<file path="config.mk">
export PLATFORM = sky130hd
export DESIGN_NAME = cau_queue
export DESIGN_NICKNAME = d
export VERILOG_FILES = /design/src/rtl/core/cau_queue.sv
export SDC_FILE = /design/constraint.sdc
export NUM_CORES = 1
export LEC_CHECK = 0
export ABC_CLOCK_PERIOD_IN_PS = 1000
export BUFFER_PORTS_ARGS = -buffer_cell sky130_fd_sc_hd__buf_2
export CAP_MARGIN = 20
export CORE_UTILIZATION = 39
export DETAILED_ROUTE_END_ITERATION = 10
export PLACE_DENSITY = 0.64
export SLEW_MARGIN = 30
export SYNTH_ARGS = -nofsm -noshare
export SYNTH_HDL_FRONTEND = slang
export SYNTH_SLANG_ARGS = --single-unit
</file>
<file path="constraint.sdc">
create_clock -name clock -period 1 [get_ports clock]
set_input_delay 0.2 -clock clock [delete_from_list [all_inputs] [get_ports clock]]
set_output_delay 0.2 -clock clock [all_outputs]
set_load 0.005 [all_outputs]
</file>
<file path="src/rtl/core/cau_queue.sv">
// short fifo between front end and back end
// no dependencies
`default_nettype none

module cau_queue #(
   parameter int WIDTH = 8,
   parameter int DEPTH = 2
) (
   input  wire logic             clock,
   input  wire logic             reset,
   input  wire logic             push,
   input  wire logic [WIDTH-1:0] push_data,
   output logic                  full,
   input  wire logic             pop,
   output logic                  not_empty,
   output logic [WIDTH-1:0]      pop_data
);
   localparam int PW = (DEPTH > 1) ? $clog2(DEPTH) : 1;
   localparam int CW = $clog2(DEPTH + 1);

   logic [WIDTH-1:0] mem_ff [DEPTH];
   logic [PW-1:0]    wr_ff, wr_in, rd_ff, rd_in;
   logic [CW-1:0]    cnt_ff, cnt_in;

   assign full      = (cnt_ff == CW'(DEPTH));
   assign not_empty = (cnt_ff != '0);
   assign pop_data  = mem_ff[rd_ff];

   always_comb begin
      wr_in  = wr_ff;
      rd_in  = rd_ff;
      cnt_in = cnt_ff;
      if (push) begin
         wr_in = (wr_ff == PW'(DEPTH - 1)) ? '0 : wr_ff + PW'(1);
      end
      if (pop) begin
         rd_in = (rd_ff == PW'(DEPTH - 1)) ? '0 : rd_ff + PW'(1);
      end
      if (push && !pop) begin
         cnt_in = cnt_ff + CW'(1);
      end else if (pop && !push) begin
         cnt_in = cnt_ff - CW'(1);
      end
   end

   always_ff @(posedge clock) begin
      if (reset) begin
         wr_ff  <= '0;
         rd_ff  <= '0;
         cnt_ff <= '0;
      end else begin
         wr_ff  <= wr_in;
         rd_ff  <= rd_in;
         cnt_ff <= cnt_in;
      end
   end

   always_ff @(posedge clock) begin
      if (push) begin
         mem_ff[wr_ff] <= push_data;
      end
   end

endmodule

`default_nettype wire

</file>
==> results.py <==
metrics = {
    "placed_design": {
        "dp_slack_ps": -142.9,
        "dp_cells": 99,
        "port-buffer-count": 21,
        "place_area_um2": 984.7,
        "post-dp-hpwl_um": 858.4,
        "gp_congestion": 0.6729,
    },
    "grt": {
        "grt_max_degree": 12,
        "grt-ovfl-total": 0,
        "track_usage_pct": 12.92,
        "grt_pass1_wl_mm": 1.876,
        "antenna_found_initial": 0,
        "grt_pass1_vias": 473,
    },
    "layout": {
        "area_growth_pct": 43.79,
        "finalNonFillerCells": 103,
        "drive_gt1_share_pct": 62.82,
        "fin_nets": 92,
        "final_cell_area_mm2": 0.001130,
        "n_antenna_cell": 0,
        "fillers": 150,
    },
    "die": {
        "rows": 15,
        "coreArea_mm2": 0.001802,
        "start_util_pct": 43.61,
        "fp.dieW_um": 46.89,
        "io_pins": 22,
        "dieArea_mm2": 0.002198,
        "die_h_um": 46.89,
    },
    "drt": {
        "first_iter_violations": 10,
        "ant_nets": 0,
        "routed.top_layer": "met4",
        "via_per_inst": 4.505,
        "drc_errors": 0,
        "firstDrtPassIters": 2,
        "met2_length_um": 628,
        "avgRoutedWirePerCell_um": 11.68,
        "num_vias": 464,
        "dr_wl_met3_um": 36,
        "met1Wirelength_um": 525,
        "totalWireLength_mm": 1.203,
    },
    "yosys": {
        "syn_inst": 47,
        "synth_fa_ha_area_share_pct": 1.592,
        "syn_area_um2": 785.8,
        "synth_xor_area_share_pct": 4.459,
        "ys_top_cells_by_area": "edfxtp_1 (61%), dfxtp_1 (13%), mux2_2 (11%)",
        "synth_top_area_share_pct": 61.15,
        "synthesis.nets": 60,
        "synthMuxAreaShare_pct": 11.46,
        "synth_area_leader_cell": "edfxtp_1",
        "ys_seq_area_share_pct": 73.89,
        "synth_seq_cells": 21,
        "syn_avg_cell_area_um2": 16.72,
        "synth_compound_area_share_pct": 1.274,
        "synth_top_family_by_area": "multiplexers",
        "ys.warnings.count": 0,
        "ys_types": 16,
        "yosys.area_share.simple_pct": 6.210,
    },
    "clock_network": {
        "postCtsHoldBufs": 0,
        "clock_path_buffers": 2,
        "clock_sinks": 21,
        "clock_latency_ps": 290,
        "root_buffer": "clkbuf_4",
        "tritoncts": "done",
        "numCtsBuffers": 3,
        "clkTransAtPathRegs_ps": 100,
        "h-tree-depth": 1,
    },
    "sta": {
        "hold_viol": 0,
        "clock_skew_ps": 2.947,
        "rsz0062_at_grt": "true",
        "setup_ws_ps": -389.1,
        "period_share_pct": 138.9,
        "slew_headroom_pct": 85.01,
        "fmax_mhz": 719.9,
        "period_needed_ps": 1389,
        "setup_violations": 11,
        "drv_slew": 0,
        "tightest_slew_ps": 222.5,
        "fin_hold_ws_ps": 91.67,
    },
    "power": {
        "p_per_area_mw_per_mm2": 1595,
        "peakVddDrop_mv": 1.024,
        "p_leak_nw": 0.4713,
    },
    "run_status": {
        "violations": "setup timing",
        "status": "finished with violations",
    },
    "critical_path": {
        "crit_type": "flop to primary output",
        "start_kind": "flop",
        "path_depth": 3,
        "path_delay_family": "flip-flops",
        "critPathMostFrequentCell": "buf_6",
        "critPathSlowestCell": "dfxtp_2",
        "path_buf_inv": 2,
        "crit_fanout": 4,
        "path_cells": "buf_6 > mux2_4 > buf_6",
        "worstRegToRegCells": 4,
        "critPathRequiredTime_ps": 800,
        "end_kind": "primary output",
        "worstPathArrival_ps": 1190,
        "max_stage_delay_ps": 360,
    },
    "worst_hold_path": {
        "holdPathStages": 1,
        "min_path_type": "input port to flop",
    },
    "job": {
        "max-cap-violations": 0,
    },
}
## worst reg2reg max path: stages (launching register included)
cell,delay (ps)
dfxtp_2,340
buf_4,130
xor2_1,160
or3_1,330
a21oi_2,130
## cell usage after synthesis (all sizes together)
cell	n
edfxtp	16
mux2	8
dfxtp	5
nor2	4
xnor2	2
xor2	2
a21oi	1
and2	1
and2b	1
buf	1
ha	1
inv	1
nor2b	1
o21ai	1
or2	1
or3	1
## sequential cells by signal, summed over array words and instances, names as in the netlist, named ones only
signal	count
wr_ff	1
cnt_ff	2
rd_ff	1
mem_ff	16
## power breakdown
part / switching [mW] / leakage [nW] / internal (mW)
Combinational: 0.135 / 0.263 / 0.249
Clock: 0.223 / 0.0150 / 0.155
Sequential: 0.0289 / 0.193 / 1.01
## stage by stage
stage | util, % | power (mW) | TNS, ps
5_1_grt | 62.71 | 1.892 | -4205
3_5_place_dp | 54.65 | 1.322 | -1758
6_report | 62.71 | 1.802 | -3571
3_3_place_gp | 54.65 | 1.314 | -1554
2_1_floorplan | - | 1.191 | 0
4_1_cts | 61.81 | 1.813 | -3726
## timing repair
item	CTS	global route
setup endpoints to repair	19	19
setup buffers	1	0
pin swaps	1	0
gates resized for setup	23	6
## cell families after synthesis
group           Yosys count
flops                    21
simple gates              9
mux                       8
xor+xnor                  4
compound gates            2
buf+inv                   2
fa+ha+maj                 1
## path summary, 6_finish.rpt
check,startpoint,end,slack (ps)
setup / recovery,flop,pop_data[6],-390
hold / removal,push_data[1],mem_ff[0][1]$_DFFE_PP_,90
hold reg to reg,rd_ff$_SDFFE_PP0P_,rd_ff$_SDFFE_PP0P_,520
setup reg to reg,cnt_ff[0]$_SDFFE_PP0P_,cnt_ff[1]$_SDFFE_PP0P_,-150
## area by class of cell
cell class | count | area, um2 | share of cell area [%]
sequential | 21 | 585.6 | 51.83
tap | 25 | 31.28 | 2.769
timing repair buffer | 28 | 229.0 | 20.27
multi-input combinational | 24 | 254.0 | 22.48
inverter | 1 | 3.754 | 0.3322
clock buffer | 4 | 26.28 | 2.326
## per-layer routing
layer  up-vias  global-route usage [%]
met1       221                   14.89
li1        230                       -
met5         -                       0
met3         2                   3.462
met4         0                   8.571
met2        11                   21.11
## cells in the final DEF (no fill, tap or decap), drive strengths merged
master / instances
o21ai: 1
ha: 1
and2b: 1
xnor2: 2
nor2b: 1
mux2: 8
clkbuf: 4
dfxtp: 5
buf: 28
or2: 1
and2: 1
nor2: 4
xor2: 2
or3: 1
edfxtp: 16
inv: 1
a21oi: 1
Power figures use the tool's default switching activity.
