==> src/rtl/core/cau_pkg.sv <==
// shared types and constants for the complex arithmetic unit
// no dependencies
`default_nettype none

package cau_pkg;

   localparam int CAU_DATA_WIDTH  = 32;
   localparam int CAU_FRAC_BITS   = 16;
   localparam int CAU_QUEUE_DEPTH = 2;

   typedef enum logic [1:0] {
      CMD_ADD = 2'd0,
      CMD_SUB = 2'd1,
      CMD_MUL = 2'd2,
      CMD_DIV = 2'd3
   } cmd_type;

   // classification made by the front end
   typedef struct packed {
      cmd_type cmd;
      logic    dz;
   } ctrl_type;

endpackage

`default_nettype wire

==> src/rtl/core/cau_front.sv <==
// front end: input register, classifies each beat and pushes it to the queue
// depends on cau_pkg
`default_nettype none

module cau_front #(
   parameter int W = 32
) (
   input  wire logic            clock,
   input  wire logic            reset,
   input  wire logic            in_valid,
   output logic                 in_stall,
   input  wire logic [1:0]      in_cmd,
   input  wire logic [W-1:0]    in_ar,
   input  wire logic [W-1:0]    in_ai,
   input  wire logic [W-1:0]    in_br,
   input  wire logic [W-1:0]    in_bi,
   output logic                 push,
   input  wire logic            q_full,
   output cau_pkg::ctrl_type    out_ctrl,
   output logic [W-1:0]         out_ar,
   output logic [W-1:0]         out_ai,
   output logic [W-1:0]         out_br,
   output logic [W-1:0]         out_bi
);
   import cau_pkg::*;

   logic      valid_ff, valid_in;
   ctrl_type  ctrl_ff, ctrl_in;
   logic      accept;

   assign push     = valid_ff && !q_full;
   assign in_stall = valid_ff && q_full;
   assign accept   = in_valid && !in_stall;

   always_comb begin
      ctrl_in.cmd = cmd_type'(in_cmd);
      ctrl_in.dz  = (ctrl_in.cmd == CMD_DIV) && (in_br == '0) && (in_bi == '0);
      if (accept) begin
         valid_in = 1'b1;
      end else if (push) begin
         valid_in = 1'b0;
      end else begin
         valid_in = valid_ff;
      end
   end

   always_ff @(posedge clock) begin
      if (reset) begin
         valid_ff <= 1'b0;
      end else begin
         valid_ff <= valid_in;
      end
   end

   always_ff @(posedge clock) begin
      if (accept) begin
         ctrl_ff <= ctrl_in;
         out_ar  <= in_ar;
         out_ai  <= in_ai;
         out_br  <= in_br;
         out_bi  <= in_bi;
      end
   end

   assign out_ctrl = ctrl_ff;

endmodule

`default_nettype wire

==> config.mk <==
export PLATFORM = sky130hd
export DESIGN_NAME = cau_front
export DESIGN_NICKNAME = d
export VERILOG_FILES = /design/src/rtl/core/cau_pkg.sv /design/src/rtl/core/cau_front.sv
export SDC_FILE = /design/constraint.sdc
export NUM_CORES = 1
export LEC_CHECK = 0
export ABC_CLOCK_PERIOD_IN_PS = 10700
export BUFFER_PORTS_ARGS = -buffer_cell sky130_fd_sc_hd__buf_2
export CORE_ASPECT_RATIO = 0.6
export CORE_UTILIZATION = 40
export DETAILED_ROUTE_END_ITERATION = 10
export PLACE_DENSITY = 0.76
export SYNTH_ARGS = -nofsm -noshare
export SYNTH_HDL_FRONTEND = slang
export SYNTH_SLANG_ARGS = --single-unit
==> constraint.sdc <==
create_clock -name clock -period 10.7 [get_ports clock]
set_input_delay 2.14 -clock clock [delete_from_list [all_inputs] [get_ports clock]]
set_output_delay 2.14 -clock clock [all_outputs]
set_load 0.01 [all_outputs]
==> results.ini, run 1 <==
[yosys]
yosysWarnings = 0
synth.avg_cell_area_um2 = 25.52
synth_seq_cells = 132
netlist_area_um2 = 4134
synthCells = 162
yosysUniqueCellTypes = 12
seq_area_frac_synth = 0.9564
synth_fp_nets = 296

[route]
dr.first_iter.drc_count = 91
drc = 0
wirelength_um = 9983
wl_per_cell_um = 16.78
via_count = 2693
ant_nets = 0
viasPerCell = 4.526
first_pass_iters = 4

[floorplanning]
rows = 28
ios = 267
die_area_um2 = 10760
fp.dieW_um = 133.2
start_util = 0.4155
core_area_um2 = 9950
dieHeight_um = 80.75

[global_routing]
grt_start_max_net_pins = 93
grt_pass1_wl_um = 14350
grt_pass1_vias = 2659
grt_usage = 0.1859
antenna_found_initial = 0
overflow = 0

[clocking]
clock_sinks = 132
cts_buffer_depth = 2
path_clk_slew_ns = 0.05
clk_latency_ns = 0.39
htreeDepth = 4
cts_setup_buffers = 0
numCtsBuffers = 17
cts_hold_buffers = 0
cts_resized = 0
cts-root-buf = clkbuf_16
cts_tree = yes

[timing]
max_freq_ghz = 0.2113
fin_crit_ns = 4.734
drv_slew = 0
period_share = 0.4424
finClkSkew_ns = 0.006353
rsz0062_at_grt = false
slew_headroom = 0.2582
hold_viol_final = 0
worst_pin_slew_ns = 1.113
setup_tns_ns = 0
setup_viol_count_final = 0

[setup_path]
max_stage_delay_ns = 0.21
cp.required_ns = 8.56
worst_r2r_path_depth = 3
start_kind = input pin
critPathSlowestCell = and2_1
critPathKind = input pin to primary output
cp-end-kind = primary output
crit_chain = buf_2, and2_1, buf_2
crit_fanout = 3
cp-startpoint = q_full
crit_path_frequent_cell = buf_2
regToRegStartpoint = valid_ff$_SDFFE_PP0P_
arrival_ns = 2.59

[outcome]
status = complete, no violations

[hold_path]
hold_path_startpoint = valid_ff$_SDFFE_PP0P_
min_path_type = register to register
worstHoldPathCells = 3

[pwr]
peakVddDrop_mv = 0.1270
power_density_nw_per_um2 = 203.1
static-leakage-power_nw = 2.640

[placed_design]
gp_congestion = 0.7275
port_buffers = 266
dp_hpwl_um = 7575
placed_area_um2 = 5649

[finish]
final_layout_size_suffix_gt1_frac = 0.6500
nNetsFinal = 582
diodes = 0
area_growth_pct = 50.85
design_area_um2 = 6236
fillers = 767

[job]
maxCapViolCount = 0

## cell type report
class                   count  area [um2]  share of cell area
flip-flops and latches    132        3954              0.6340
well taps                 135       168.9             0.02709
clock buffers              17       425.4             0.06822
multi-input cells          30       187.7             0.03010
repair buffers            267        1339              0.2147
clock inverters            14       161.4             0.02588
## synth_stat cells
library cell / n / area [um2]
and2_1: 1 / 6.260
dfxtp_1: 1 / 20.02
edfxtp_1: 131 / 3934
nand2_1: 1 / 3.750
nand2_2: 1 / 6.260
nand3_1: 1 / 5.000
nand4_1: 3 / 18.77
nor2_1: 4 / 15.01
nor2b_1: 2 / 12.51
nor4_1: 15 / 93.84
nor4_2: 1 / 12.51
or3_1: 1 / 6.260
## cells by family after synthesis
logic type | count (synthesis) | share of synthesized area
DFF | 132 | 0.9564
and+or+nand+nor | 30 | 0.04358
## metal layers
metal | vias up | wire length [um] | global-route usage
met5 | - | 0 | 0
met4 | 0 | 102 | 0.07386
met3 | 9 | 802 | 0.06367
met2 | 140 | 5214 | 0.3250
met1 | 1292 | 3864 | 0.2143
li1 | 1252 | - | -
## report_power, final
group	internal (mW)	switching, mW	leakage, nW	total [mW]
logic	0.0371	0.0506	1.08	0.0877
registers	0.606	0.00693	1.28	0.613
clock network	0.364	0.203	0.280	0.566
total	1.01	0.260	2.64	1.27
## state kept, by name, indices dropped and copies added, names as in the netlist
signal,cells
out_bi,32
out_ai,32
valid_ff,1
out_ar,32
out_ctrl,3
out_br,32
## worst max-delay path, delay by kind of cell
family / cells / cell delay (ns)
simple gates: 1 / 0.21
buf+inv: 2 / 0.24
## cell usage in the layout, fill, tap and decap left out, drive strengths merged
| cell type | count |
|---|---|
| clkinvlp | 3 |
| inv | 2 |
| and2 | 1 |
| nor2b | 2 |
| bufinv | 3 |
| clkbuf | 17 |
| nor2 | 4 |
| nand4 | 3 |
| or3 | 1 |
| nor4 | 16 |
| clkinv | 6 |
| nand2 | 2 |
| nand3 | 1 |
| buf | 267 |
| dfxtp | 1 |
| edfxtp | 131 |
## stage by stage
| step | util | worst slack [ns] | power (mW) | instances | hold WS, ns |
|---|---|---|---|---|---|
| global placement | 0.5678 | 5.982 | 0.7084 | 564 | 0.6350 |
| finish | 0.6268 | 5.966 | 1.267 | 595 | 0.6958 |
| CTS | 0.6268 | 5.968 | 1.280 | 595 | 0.6826 |
| global route | 0.6268 | 5.938 | 1.312 | 595 | 0.7519 |
| detailed placement | 0.5678 | 5.923 | 0.7127 | 564 | 0.6723 |
| floorplan | - | 1.932 | 0.6564 | 162 | 0.6291 |
## final timing paths
path / end / slack (ns)
max: in_stall / 5.97
max reg2reg: out_ai[29]$_DFFE_PP_ / 7.93
min reg2reg: valid_ff$_SDFFE_PP0P_ / 0.70
min: valid_ff$_SDFFE_PP0P_ / 0.70
Note: power is estimated with default switching activity, not from simulation.
==> run 2, diff against run 1 <==
- ABC_AREA: not set -> 1
- ABC_CLOCK_PERIOD_IN_PS: 10700 -> 5000
- clock period: 10.7 -> 5 ns (I/O delays scaled with it)
==> results.ini, run 2 <==
[outcome]
status = complete, no violations

[timing]
max_freq_ghz = 0.4179
fin_crit_ns = 2.393
period_share = 0.4786
finClkSkew_ns = 0.007200
drv_slew = 0
hold_viol_final = 0
worst_pin_slew_ns = 0.6848
slew_headroom = 0.5435
rsz0062_at_grt = false
setup_tns_ns = 0
setup_viol_count_final = 0

[route]
via_count = 2766
viasPerCell = 4.390
first_pass_iters = 4
drc = 0
wl_per_cell_um = 15.85
wirelength_um = 9985
ant_nets = 0
dr.first_iter.drc_count = 155

[hold_path]
holdPathEnd = valid_ff$_SDFFE_PP0P_
min_path_type = register to register
worstHoldPathCells = 2
hold_path_startpoint = valid_ff$_SDFFE_PP0P_

[job]
maxCapViolCount = 0

[finish]
nNetsFinal = 617
diodes = 0
final_common_cell = buf_2
final_layout_size_suffix_gt1_frac = 0.6000
final_cell_mix = 266 x buf_2, 131 x edfxtp_1, 39 x nor2_1
area_growth_pct = 49.63

[yosys]
yosysTopAreaCell = edfxtp_1
synth_edf_count = 131
yosysTopAreaCellShare = 0.9338
yosys-mux-area-fraction = 0
async_flop_share = 0
synth_simple_gate_area_frac = 0.05762
synthTopCellsByArea = edfxtp_1 93%, nor2_1 3.6%, nand2_1 1.3%
synth.avg_cell_area_um2 = 21.38
yosysUniqueCellTypes = 11
synthCells = 197
synth_fp_nets = 331
synth_common_cells = 131 x edfxtp_1, 40 x nor2_1, 15 x nand2_1
synth_compound_area_frac = 0.001188
seq_area_frac_synth = 0.9385
yosysWarnings = 0
synthFlopType = edfxtp_1
synth_xor_area_frac = 0
synthAdderAreaFrac = 0
netlist_area_um2 = 4213
synth_top_family_by_area = simple AND/OR/NAND/NOR gates
yosysMostFrequentCell = edfxtp_1
synth_seq_cells = 132

[setup_path]
crit_fanout = 2
start_kind = input pin
worst_r2r_path_depth = 4
cp-end-kind = primary output
arrival_ns = 1.39
regToRegStartpoint = valid_ff$_SDFFE_PP0P_
critPathKind = input pin to primary output
cp.required_ns = 4.00
reg2reg_to = out_br[7]$_DFFE_PP_
r2r_slack_ns = 3.47

[pwr]
power_density_nw_per_um2 = 423.8
static-leakage-power_nw = 2.699
peakVddDrop_mv = 0.3117
power_mw = 2.672

[floorplanning]
fp.dieW_um = 134.5
core_area_um2 = 10050
dieHeight_um = 81.50
die_area_um2 = 10960
rows = 28
ios = 267
start_util = 0.4190

[clocking]
clock_sinks = 132
cts_tree = yes
htreeDepth = 4
clk_latency_ns = 0.40
cts_buffer_depth = 2
cts_setup_buffers = 0
cts_resized = 0
cts-root-buf = clkbuf_16
cts_hold_buffers = 0
numCtsBuffers = 17
path_clk_slew_ns = 0.06

[global_routing]
antenna_found_initial = 0
grt_usage = 0.1822
overflow = 0
grt_pass1_vias = 2639
grt_pass1_wl_um = 13970
grt_start_max_net_pins = 132

[placed_design]
gp_congestion = 0.7542
port_buffers = 266
dp_hpwl_um = 7395

run 2: how the worst max path moves through the flow:
stage	start	end	cells past startpoint
global route	q_full	in_stall	4
detailed placement	q_full	in_stall	4
CTS	q_full	in_stall	4
global placement	q_full	in_stall	4
floorplan	q_full	out_ai[0]$_DFFE_PP_	3
finish	q_full	in_stall	4
run 2: routing by layer:
layer / GRT usage / wire [um] / vias to the layer above
met4: 0.06180 / 100 / 0
met5: 0 / 0 / -
li1: - / - / 1319
met3: 0.09012 / 959 / 10
met2: 0.3109 / 5177 / 146
met1: 0.2018 / 3747 / 1291
run 2: final cells by class:
class | count | area, um2
fillers | 798 | 3751
multi-input cells | 62 | 255.2
well taps | 135 | 168.9
repair buffers | 267 | 1351
clock inverters | 14 | 137.6
inverters | 3 | 11.26
clock buffers | 17 | 425.4
flip-flops and latches | 132 | 3954
run 2: power by group:
part | switching, mW | internal (mW)
logic | 0.110 | 0.0823
clock network | 0.443 | 0.726
registers | 0.0145 | 1.30
run 2: per-stage QoR:
stage | cells | cell area (um2) | utilization | hold WS, ns | worst slack [ns]
after global routing | 630 | 6304 | 0.6269 | 0.5524 | 2.544
after detailed placement | 599 | 5741 | 0.5709 | 0.4932 | 2.609
after global placement | 599 | 5741 | 0.5709 | 0.4616 | 2.608
final | 630 | 6304 | 0.6269 | 0.5010 | 2.607
after floorplan | 197 | 4220 | - | 0.4478 | 1.477
after CTS | 630 | 6304 | 0.6269 | 0.5018 | 2.606
run 2: cell families after synthesis:
family,count (synthesis)
buffers and inverters,3
AOI/OAI and AO/OA,1
DFF,132
and+or+nand+nor,61
run 2: critical path, stage by stage:
cell	delay, ns
buf_2	0.09
nand2_1	0.06
inv_1	0.10
buf_2	0.14
==> run 3, diff against run 2 <==
- ABC_CLOCK_PERIOD_IN_PS: 5000 -> 2200
- CORE_UTILIZATION: 40 -> 38
- clock period: 5 -> 2.2 ns (I/O delays scaled with it)
==> results.ini, run 3 (same netlist as run 2, synthesis figures left out) <==
[timing]
setup_viol_count_final = 0
worst_pin_slew_ns = 0.3299
rsz0062_at_grt = false
period_share = 0.7107
finClkSkew_ns = 0.007781
fin_crit_ns = 1.564
slew_headroom = 0.7801
drv_slew = 0
hold_viol_final = 0
final.setup.worst_slack_ns = 0.6365
max_freq_ghz = 0.6396

[floorplanning]
ios = 267
start_util = 0.3949
dieHeight_um = 83.56
core_area_um2 = 10670
die_area_um2 = 11530
rows = 29
fp.dieW_um = 137.9

[global_routing]
grt_start_max_net_pins = 63
antenna_found_initial = 2
grt_pass1_vias = 2812
overflow = 0
grt_usage = 0.1802
grt_pass1_wl_um = 14810

[job]
maxCapViolCount = 0

[finish]
design_area_um2 = 6381
post-route-util = 0.5982
final_common_cell = buf_2
nNetsFinal = 619
area_growth_pct = 51.47
fillers = 854
final_cell_mix = 266 x buf_2, 131 x edfxtp_1, 39 x nor2_1
regArea_um2 = 3954
fin_cells = 639
multi_input_comb_area_um2 = 271.5
final_layout_size_suffix_gt1_frac = 0.6084

[setup_path]
cp-end-kind = primary output
crit_fanout = 2
arrival_ns = 1.12
cp.required_ns = 1.76
critPathSlowestCell = dfxtp_1
max_stage_delay_ns = 0.44
crit_chain = inv_1, nor2_1, buf_2
critPathKind = register to primary output
start_kind = register

[placed_design]
placed_cells = 605
port_buffers = 266
placed_area_um2 = 5794
dp_hpwl_um = 7750
gp_congestion = 0.7836
pre_cts_slack_ns = 0.6236

[clocking]
cts_buffer_depth = 2
numCtsBuffers = 17
htreeDepth = 4
cts_tree = yes
cts_resized = 0
clock_sinks = 132
cts-root-buf = clkbuf_16
cts_hold_buffers = 0
clk_latency_ns = 0.41
path_clk_slew_ns = 0.05
cts_setup_buffers = 0

[pwr]
p_int_mw = 4.823
static-leakage-power_nw = 2.724
swShare = 0.2181
power_mw = 6.168
p_seq_frac = 0.483
clockPowerShare = 0.445
power_density_nw_per_um2 = 966.6
peakVddDrop_mv = 0.5877
p_comb_frac = 0.073
switchingPower_mw = 1.345

[route]
ant_nets = 0
wirelength_um = 10130
via_count = 2797
drc = 0
wl_per_cell_um = 15.85
viasPerCell = 4.377
first_pass_iters = 4
dr.first_iter.drc_count = 66

[outcome]
status = complete, no violations

[hold_path]
min_path_type = input pin to register

## run 3: changes by cell type in the layout (fill, tap and decap cells not counted), sizes merged
| cell | change |
|---|---|
| buf | +2 |
| clkbuf | +2 |
| clkinv | -3 |
| clkinvlp | -1 |
| diode | +2 |
| inv | +3 |
## run 3: final cells by class
type,instances,area share
flip-flops and latches,132,0.6196
repair buffers,269,0.2161
clock buffers,19,0.06784
multi-input cells,62,0.04255
well taps,139,0.02725
clock inverters,13,0.02333
inverters,3,0.002549
diodes,2,0.0007843
## run 3: worst max-delay path: cells and delay by family, from the launching register on
family | cells | cell delay, ns
and+or+nand+nor | 1 | 0.08
DFF | 1 | 0.44
buffers and inverters | 2 | 0.21
## run 3: worst paths after layout
check                   startpoint                     to  slack [ns]  depth (start not counted)
max          valid_ff$_SDFFE_PP0P_                   push        0.64                          3
min                          reset  valid_ff$_SDFFE_PP0P_        0.19                          2
max reg2reg  valid_ff$_SDFFE_PP0P_   out_br[18]$_DFFE_PP_        0.85                          4
min reg2reg  valid_ff$_SDFFE_PP0P_  valid_ff$_SDFFE_PP0P_        0.56                          2
## run 3: per-stage QoR
stage,hold WS [ns],TNS (ns)
floorplan,0.5091,-90.84
global placement,0.5288,0
detailed placement,0.5507,0
CTS,0.1776,0
global route,0.1735,0
finish,0.1931,0
## run 3: per-layer routing
metal,GRT usage,part of all wire
met1,0.1998,0.37
met2,0.2950,0.49
met3,0.09593,0.12
met4,0.05929,0.011
met5,0,0
## run 3: power by group through the flow
stage	Sequential, mW	Combinational, mW	Clock, mW
finish	2.98	0.450	2.74
global placement	3.02	0.443	0
detailed placement	3.03	0.456	0
floorplan	3.12	0.0661	0
global route	2.99	0.488	2.92
CTS	2.98	0.457	2.81
